$ cat src/rtl/imm_pkg.sv
// Shared definitions for the integer matrix multiplier.
// Command codes, field widths, default store size and the engine status struct.
// No dependencies.
package imm_pkg;

    localparam int DATA_W      = 32;
    localparam int DIM_W       = 7;
    localparam int COORD_W     = 6;
    localparam int CMD_W       = 2;
    localparam int DEF_MAX_DIM = 64;

    typedef logic [CMD_W-1:0] t_cmd;

    localparam t_cmd CMD_WRITE_A = 2'd0;
    localparam t_cmd CMD_WRITE_B = 2'd1;
    localparam t_cmd CMD_COMPUTE = 2'd2;
    localparam t_cmd CMD_READ_C  = 2'd3;

    typedef struct packed {
        logic busy;
        logic done;
    } t_eng_stat;

endpackage

$ cat src/rtl/imm_engine.sv
// Compute sequencer and multiply-accumulate pipeline.
// Walks i, j, k, reads A/B, multiplies, accumulates and writes C. Depends on imm_pkg.
module imm_engine
    import imm_pkg::*;
#(
    parameter int MAX_DIM = DEF_MAX_DIM,
    localparam int CELLS = MAX_DIM * MAX_DIM,
    localparam int AW = (CELLS > 1) ? $clog2(CELLS) : 1
) (
    input  logic              i_clk,
    input  logic              i_rst_n,
    input  logic              i_start,
    input  logic [DIM_W-1:0]  i_dim,
    output logic              o_rd_en,
    output logic [AW-1:0]     o_a_addr,
    output logic [AW-1:0]     o_b_addr,
    input  logic [DATA_W-1:0] i_a_q,
    input  logic [DATA_W-1:0] i_b_q,
    output logic              o_c_we,
    output logic [AW-1:0]     o_c_addr,
    output logic [DATA_W-1:0] o_c_data,
    output t_eng_stat         o_stat
);

    localparam int IW = (MAX_DIM > 1) ? $clog2(MAX_DIM) : 1;
    localparam int NW = $clog2(MAX_DIM + 1);

    function automatic logic [AW-1:0] elem_addr(input logic [IW-1:0] r,
                                                input logic [IW-1:0] c);
        elem_addr = AW'(32'(r) * MAX_DIM + 32'(c));
    endfunction

    // control
    logic          r_run, r_busy, r_done, r_v1, r_v2;
    logic [IW-1:0] r_i, r_j, r_k, r_last;
    logic [IW-1:0] n_i, n_j, n_k;

    // pipeline payload
    logic              r_first1, r_fin1, r_end1;
    logic              r_first2, r_fin2, r_end2;
    logic [AW-1:0]     r_cad1, r_cad2;
    logic [DATA_W-1:0] r_prod, r_acc;

    logic [NW-1:0]     w_n;
    logic              w_klast, w_jlast, w_ilast, w_end0;
    logic [DATA_W-1:0] w_sum;

    always_comb begin
        if (32'(i_dim) > MAX_DIM) begin
            w_n = NW'(MAX_DIM);
        end else begin
            w_n = NW'(i_dim);
        end
    end

    assign w_klast = (r_k == r_last);
    assign w_jlast = (r_j == r_last);
    assign w_ilast = (r_i == r_last);
    assign w_end0  = w_klast && w_jlast && w_ilast;

    // k innermost, then j, then i
    always_comb begin
        n_i = r_i;
        n_j = r_j;
        n_k = r_k;
        if (i_start) begin
            n_i = '0;
            n_j = '0;
            n_k = '0;
        end else if (r_run) begin
            if (w_klast) begin
                n_k = '0;
                if (w_jlast) begin
                    n_j = '0;
                    n_i = r_i + 1'b1;
                end else begin
                    n_j = r_j + 1'b1;
                end
            end else begin
                n_k = r_k + 1'b1;
            end
        end
    end

    always_ff @(posedge i_clk) begin
        if (!i_rst_n) begin
            r_run  <= 1'b0;
            r_busy <= 1'b0;
            r_done <= 1'b0;
            r_v1   <= 1'b0;
            r_v2   <= 1'b0;
            r_i    <= '0;
            r_j    <= '0;
            r_k    <= '0;
            r_last <= '0;
        end else begin
            r_done <= (i_start && (w_n == '0)) || (r_v2 && r_end2);
            r_v1   <= r_run;
            r_v2   <= r_v1;
            r_i    <= n_i;
            r_j    <= n_j;
            r_k    <= n_k;
            if (r_run && w_end0) begin
                r_run <= 1'b0;
            end
            if (i_start) begin
                r_last <= IW'(w_n - 1'b1);
                if (w_n != '0) begin
                    r_run  <= 1'b1;
                    r_busy <= 1'b1;
                end
            end
            if (r_v2 && r_end2) begin
                r_busy <= 1'b0;
            end
        end
    end

    assign o_rd_en  = r_run;
    assign o_a_addr = elem_addr(r_i, r_k);
    assign o_b_addr = elem_addr(r_k, r_j);

    always_ff @(posedge i_clk) begin
        r_first1 <= (r_k == '0);
        r_fin1   <= w_klast;
        r_end1   <= w_end0;
        r_cad1   <= elem_addr(r_i, r_j);

        r_first2 <= r_first1;
        r_fin2   <= r_fin1;
        r_end2   <= r_end1;
        r_cad2   <= r_cad1;
        r_prod   <= i_a_q * i_b_q;  // low word only, wraps mod 2^32

        if (r_v2) begin
            r_acc <= w_sum;
        end
    end

    assign w_sum    = r_first2 ? r_prod : r_acc + r_prod;
    assign o_c_we   = r_v2 && r_fin2;
    assign o_c_addr = r_cad2;
    assign o_c_data = w_sum;

    assign o_stat.busy = r_busy;
    assign o_stat.done = r_done;

endmodule

$ cat config.mk
export PLATFORM = sky130hd
export DESIGN_NAME = imm_engine
export DESIGN_NICKNAME = d
export VERILOG_FILES = /design/src/rtl/imm_pkg.sv /design/src/rtl/imm_engine.sv
export SDC_FILE = /design/constraint.sdc
export NUM_CORES = 1
export LEC_CHECK = 0
export ABC_AREA = 1
export BUFFER_PORTS_ARGS = -buffer_cell sky130_fd_sc_hd__buf_2
export CAP_MARGIN = 20
export CORE_UTILIZATION = 35
export CTS_BUF_LIST = sky130_fd_sc_hd__clkbuf_16
export DETAILED_ROUTE_END_ITERATION = 7
export PLACE_DENSITY = 0.5
export RECOVER_POWER = 100
export SLEW_MARGIN = 40
export SYNTH_ARGS = -nofsm -noshare
export SYNTH_HDL_FRONTEND = slang
export SYNTH_SLANG_ARGS = --single-unit
$ cat constraint.sdc
create_clock -name i_clk -period 11.47 [get_ports i_clk]
set_input_delay 2.294 -clock i_clk [delete_from_list [all_inputs] [get_ports i_clk]]
set_output_delay 2.294 -clock i_clk [all_outputs]
set_load 0.02 [all_outputs]
==> reports/metrics.cfg, run 1 <==
[detailed_routing]
wirelength_um = 65210
post_drt_via_cell_ratio = 4.674
drtPass1Iterations = 7
drtIter0Drc = 1005
vias = 18450
drt-wirelength-per-cell_um = 16.52
drc = 0
ant_nets = 0

[global_route]
first_global_vias = 19550
grt_antenna_before_repair = 4
grt_pass1_wl_um = 105500
gr-usage-met2_pct = 35.61
use_met3_pct = 2.660
top_usage_layer = met2
grt_use_total_pct = 20.36
grt-ovfl-total = 0
use_met1_pct = 26.13
grt_max_degree = 43

[worst_setup_path]
rrSetupSlack_ps = 7980
crit_path_end_kind = flip-flop
worstReg2RegEnd = r_acc[30]
critPathMaxFanout = 31
r2r_start = r_prod[0]
critPathMaxStageDelay_ps = 1260
crit_end = r_prod[28]
cp-startpoint = i_a_q[2]
r2r_cells = 15
worst_path_max_delay_cell = clkbuf_1
cp.arrival_ps = 9320
cp_common_cell = fa_1
crit_type = input port to flip-flop
start_kind = input port
cp.required_ps = 11800
path_cells = clkbuf_1, nand2_1, fa_1, inv_1, fa_1, ha_1, inv_1, fa_1, fa_1, inv_1, fa_1, fa_1, fa_1, ha_1, nand2_1, nor4_1, nand3_1, nand3_1, a31oi_1, xor2_1

[flow_run]
cap_violations = 4

[place]
io_buffers = 145
detailed_place_hpwl_um = 52960
routabilityCongestion = 0.9240

[timing]
setup_violations = 0
rsz0062_at_grt = no
period_share_pct = 78.39
post-route-min-period_ps = 8991
slew_headroom_pct = -64.50
slew_viol_final = 145
finalHoldViolations = 0
setup_tns_ps = 0
clock-skew-final_ps = 16.01
tightest_slew_ps = 2467
max_freq_mhz = 111.2

[final_layout]
syn2layout_area_growth_pct = 7.628
fill_cells = 6839
seq_area_um2 = 2784
layout.nets = 3716
multi_input_area_um2 = 16220
drive_above_1_share_pct = 4.537

[min_path]
hp-class = flip-flop to flip-flop

[floorplanning]
coreArea_um2 = 64460
dieArea_um2 = 66310
die_h_um = 257.5
ios = 146
rows = 93
start_util_pct = 35.44
die_width_um = 257.5

[synthesis]
synth_area_um2 = 22850
yosys-top-cells-area = fa_1 (36%), inv_1 (14%), nand2_1 (14%)
synth_edf_count = 32
synthCells = 3028
ys_seq_area_share_pct = 12.18
async_reset_ff_share_pct = 0
synth_cell_type_count = 50
ys_warn_count = 0
synth_top_area_share_pct = 35.84
syn-num-nets = 3671
ys.flop_type = dfxtp_1
ys_ff_latch = 123
synth_top_cell_by_area = fa_1
syn_area_per_cell_um2 = 7.546

[clock_tree]
clkLatencyLatePin_ps = 450
tritoncts = built
clockBufferDepth = 2
clk_pin_slew_ps = 60
cts_hold_buf = 0
cts.sinks = 123
cts_setup_buffers = 0
root_buffer = clkbuf_16
cts_buffers = 17
cts_max_level = 4
cts_resized = 0

[outcome]
violations = capacitance limit, slew limit
status = finished with violations

metal layers:
metal  share of wire, %  vias up
li1                   -     8816
met2                 50      396
met5                  0        -
met4                2.5        0
met1                 44     9148
met3                4.0       85
per-stage QoR:
step	worst slack (ps)	instance area [um^2]	hold slack, ps	util, %	instances
finish	2479	24590	325.0	38.15	3946
global placement	2376	24120	310.4	37.41	3909
detailed placement	2295	24120	312.1	37.41	3909
global route	2191	24590	329.6	38.14	3945
floorplan	3130	22850	309.6	-	3028
CTS	2777	24700	325.7	38.32	3941
cell usage in the layout (no fill, tap or decap), drive strengths merged, types with 5 or more instances in the layout:
master,count
nor2,91
nand2,846
clkinv,5
o21ai,65
inv,878
a31oi,7
xor2,35
nor3,21
diode,5
or2,10
clkbuf,95
a221oi,5
nand4,12
nand3b,12
nand3,95
xnor2,17
o21a,5
buf,70
ha,160
edfxtp,32
a21oi,82
o21bai,9
a21o,7
dfxtp,91
fa,409
area by class of cell:
class | instances | area share (%)
inverters | 871 | 13.30
flip-flops and latches | 123 | 11.32
clock buffers | 17 | 1.730
clock inverters | 15 | 0.6513
well taps | 855 | 4.350
repair buffers | 148 | 2.625
multi-input cells | 1912 | 65.98
diodes | 5 | 0.05088
cell families after synthesis:
logic type / count (synthesis) / synth area share, %
AND/OR/NAND/NOR: 1095 / 19.54
adder cells (fa/ha/maj): 569 / 44.60
flip-flops: 123 / 12.18
AO/OA/AOI/OAI: 196 / 4.945
XOR/XNOR: 52 / 2.026
buffers and inverters: 993 / 16.71
flip-flops by register name (all words and copies together), names as in the netlist:
name / count
r_end1: 1
r_j: 6
r_k: 6
r_v2: 1
r_i: 6
r_v1: 1
r_fin1: 1
r_first1: 1
r_acc: 32
r_end2: 1
r_fin2: 1
r_last: 6
r_done: 1
r_busy: 1
o_c_addr: 12
r_first2: 1
o_rd_en: 1
r_prod: 32
r_cad1: 12
cell usage after synthesis, drive strengths merged (7+ instances only):
library cell    n
inv           871
nand2         846
fa            409
ha            160
nand3          95
dfxtp          91
nor2           91
a21oi          82
clkbuf         82
o21ai          65
buf            40
xor2           35
edfxtp         32
nor3           21
xnor2          17
nand3b         12
nand4          12
or2            10
o21bai          9
a21o            7
a31oi           7
critical path: cells and delay by family:
family / cells / cell delay, ps
fa+ha+maj: 9 / 3930
buf+inv: 4 / 1480
simple gates: 5 / 1270
xor+xnor: 1 / 160
compound gates: 1 / 140
how the worst min path moves through the flow:
stage	depth (start not counted)	end	slack, ps	from
after floorplan	0	o_c_addr[0]	310	r_cad1[0]
after global placement	0	o_c_addr[6]	310	r_cad1[6]
after detailed placement	0	o_c_addr[0]	310	r_cad1[0]
after CTS	0	o_c_addr[0]	330	r_cad1[0]
after global routing	0	r_fin2	330	r_fin1
final	0	o_c_addr[0]	320	r_cad1[0]
Power of run 1 is left out: the tool's default activity adds up to more than one toggle a clock period on the data nets, which glitch-free logic cannot reach.
==> run 2: changes to the inputs <==
--- a/config.mk
+++ b/config.mk
@@ -11,7 +11,7 @@
 export CORE_UTILIZATION = 35
 export CTS_BUF_LIST = sky130_fd_sc_hd__clkbuf_16
 export DETAILED_ROUTE_END_ITERATION = 7
-export PLACE_DENSITY = 0.5
+export PLACE_DENSITY = 0.52
 export RECOVER_POWER = 100
 export SLEW_MARGIN = 40
 export SYNTH_ARGS = -nofsm -noshare
==> constraint.sdc (replaced) <==
create_clock -name i_clk -period 8.1 [get_ports i_clk]
set_input_delay 1.62 -clock i_clk [delete_from_list [all_inputs] [get_ports i_clk]]
set_output_delay 1.62 -clock i_clk [all_outputs]
set_load 0.02 [all_outputs]
==> run 2 against run 1 <==
Effect of this change:
- critical endpoint is now r_prod[24]
- first-iteration DRC count shrank 15%
- critical path depth is 3 higher
- largest cell class unchanged
- the flow still finishes with violations (capacitance limit, slew limit)
- clock skew shrank 0.85 ps
- worst hold slack about the same
- final cell count grew 1.0%
- count of clock-buffer cells in the layout is 1 higher
==> reports/metrics.cfg, run 2 (synthesized netlist as in run 1, its figures left out) <==
[outcome]
status = finished with violations  ; unchanged
violations = capacitance limit, slew limit  ; unchanged

[place]
detailed_place_hpwl_um = 52680  ; was 52960 um
dpl.cell_count = 3955  ; was 3909
post_dp_cell_area_um2 = 24490  ; was 24120 um^2
routabilityCongestion = 0.8749  ; was 0.9240
io_buffers = 145  ; unchanged

[final_layout]
antenna_cells = 0  ; was 5
fin_util_pct = 38.72  ; was 38.15%
syn2layout_area_growth_pct = 9.255  ; was 7.628%
instances_no_fill = 3987  ; was 3946
layout_common_cells = inv_1 (868), nand2_1 (833), fa_1 (409)  ; was inv_1 (867), nand2_1 (833), fa_1 (409)
largestRegisters = r_acc (32), r_prod (32)  ; unchanged
drive_above_1_share_pct = 5.939  ; was 4.537%
design_area_um2 = 24960  ; was 24590 um^2
layout.nets = 3762  ; was 3716
layout_commonest_cell = inv_1  ; unchanged

[timing]
setup_tns_ps = 0  ; unchanged
period_share_pct = 94.44
clock-skew-final_ps = 15.16  ; was 16.01 ps
slew_headroom_pct = -51.63  ; was -64.50%
rsz0062_at_grt = no  ; unchanged
finalHoldViolations = 0  ; unchanged
tightest_slew_ps = 2274  ; was 2467 ps
slew_viol_final = 79  ; was 145
post-route-min-period_ps = 7650
setup_violations = 0  ; unchanged
max_freq_mhz = 130.7

[worst_setup_path]
cp.required_ps = 8440  ; was 11800 ps
crit_buf_inv = 6  ; was 4
crit_type = input port to flip-flop  ; unchanged
path_cells = buf_2, buf_4, nand2_1, inv_1, fa_1, inv_1, fa_1, fa_1, fa_1, inv_1, ha_1, ha_1, fa_1, fa_1, ha_1, nand2_1, nor2_1, inv_1, o21ai_0, a21boi_0, o21ai_0, a21oi_1, xnor2_1  ; was clkbuf_1, nand2_1, fa_1, inv_1, fa_1, ha_1, inv_1, fa_1, fa_1, inv_1, fa_1, fa_1, fa_1, ha_1, nand2_1, nor4_1, nand3_1, nand3_1, a31oi_1, xor2_1
critPathMaxFanout = 17  ; was 31
start_kind = input port  ; unchanged
critPathMaxStageDelay_ps = 570  ; was 1260 ps
worst_path_max_delay_cell = fa_1  ; was clkbuf_1
cp.arrival_ps = 7990  ; was 9320 ps
crit_family = adder cells  ; unchanged
cp_common_cell = fa_1  ; unchanged
crit_path_end_kind = flip-flop  ; unchanged

[clock_tree]
cts_resized = 0  ; unchanged
cts.sinks = 123  ; unchanged
clockBufferDepth = 2  ; unchanged
cts_max_level = 4  ; unchanged
cts_hold_buf = 0  ; unchanged
clkLatencyLatePin_ps = 440  ; was 450 ps
cts_buffers = 17  ; unchanged
clk_pin_slew_ps = 50  ; was 60 ps
tritoncts = built  ; unchanged
cts_setup_buffers = 0  ; unchanged
root_buffer = clkbuf_16  ; unchanged

[floorplanning]
coreArea_um2 = 64460  ; unchanged
rows = 93  ; unchanged
ios = 146  ; unchanged
start_util_pct = 35.44  ; unchanged
die_width_um = 257.5  ; unchanged
die_h_um = 257.5  ; unchanged
dieArea_um2 = 66310  ; unchanged

[flow_run]
cap_violations = 2  ; was 4

[detailed_routing]
post_drt_via_cell_ratio = 4.500  ; was 4.674
drtPass1Iterations = 5  ; was 7
drt-wirelength-per-cell_um = 15.78  ; was 16.52 um
ant_nets = 0  ; unchanged
drtIter0Drc = 851  ; was 1005
drc = 0  ; unchanged
vias = 17940  ; was 18450
wirelength_um = 62910  ; was 65210 um

[global_route]
first_global_vias = 18450  ; was 19550
grt_max_degree = 43  ; unchanged
grt_pass1_wl_um = 100500  ; was 105500 um
grt_use_total_pct = 19.50  ; was 20.36%
grt-ovfl-total = 0  ; unchanged
grt_antenna_before_repair = 0  ; was 4

[min_path]
hp-class = flip-flop to flip-flop  ; unchanged

run 2: worst paths after layout:
kind | start | depth (start not counted) | slack [ps] | endpoint
worst max register to register | r_prod[0] | 15 | 4690 | r_acc[30]
worst min-delay path | r_cad1[3] | 0 | 320 | o_c_addr[3]
worst max-delay path | i_b_q[2] | 23 | 450 | r_prod[24]
worst min register to register | r_cad1[3] | 0 | 320 | o_c_addr[3]
run 2: metal layers:
| layer | GRT usage, % | share of wire, % |
|---|---|---|
| met1 | 25.98 | 46 |
| met4 | 4.865 | 2.1 |
| met5 | 0 | 0 |
| met3 | 2.325 | 3.5 |
| met2 | 33.49 | 49 |
run 2: metrics by stage:
stage               hold slack (ps)  setup WS [ps]
floorplan                     309.6          433.8
global placement              309.7          35.58
detailed placement            312.1          32.37
CTS                           325.1          515.4
global route                  328.7          63.55
finish                        324.7          450.0
run 2: cell type report:
| class | instances | area (um^2) |
|---|---|---|
| clock buffers | 18 | 450.4 |
| clock inverters | 14 | 143.9 |
| fillers | 6939 | 39500 |
| inverters | 871 | 3269 |
| multi-input cells | 1912 | 16230 |
| flip-flops and latches | 123 | 2783 |
| well taps | 855 | 1070 |
| repair buffers | 194 | 1015 |
Power of run 2 is left out for the same reason.
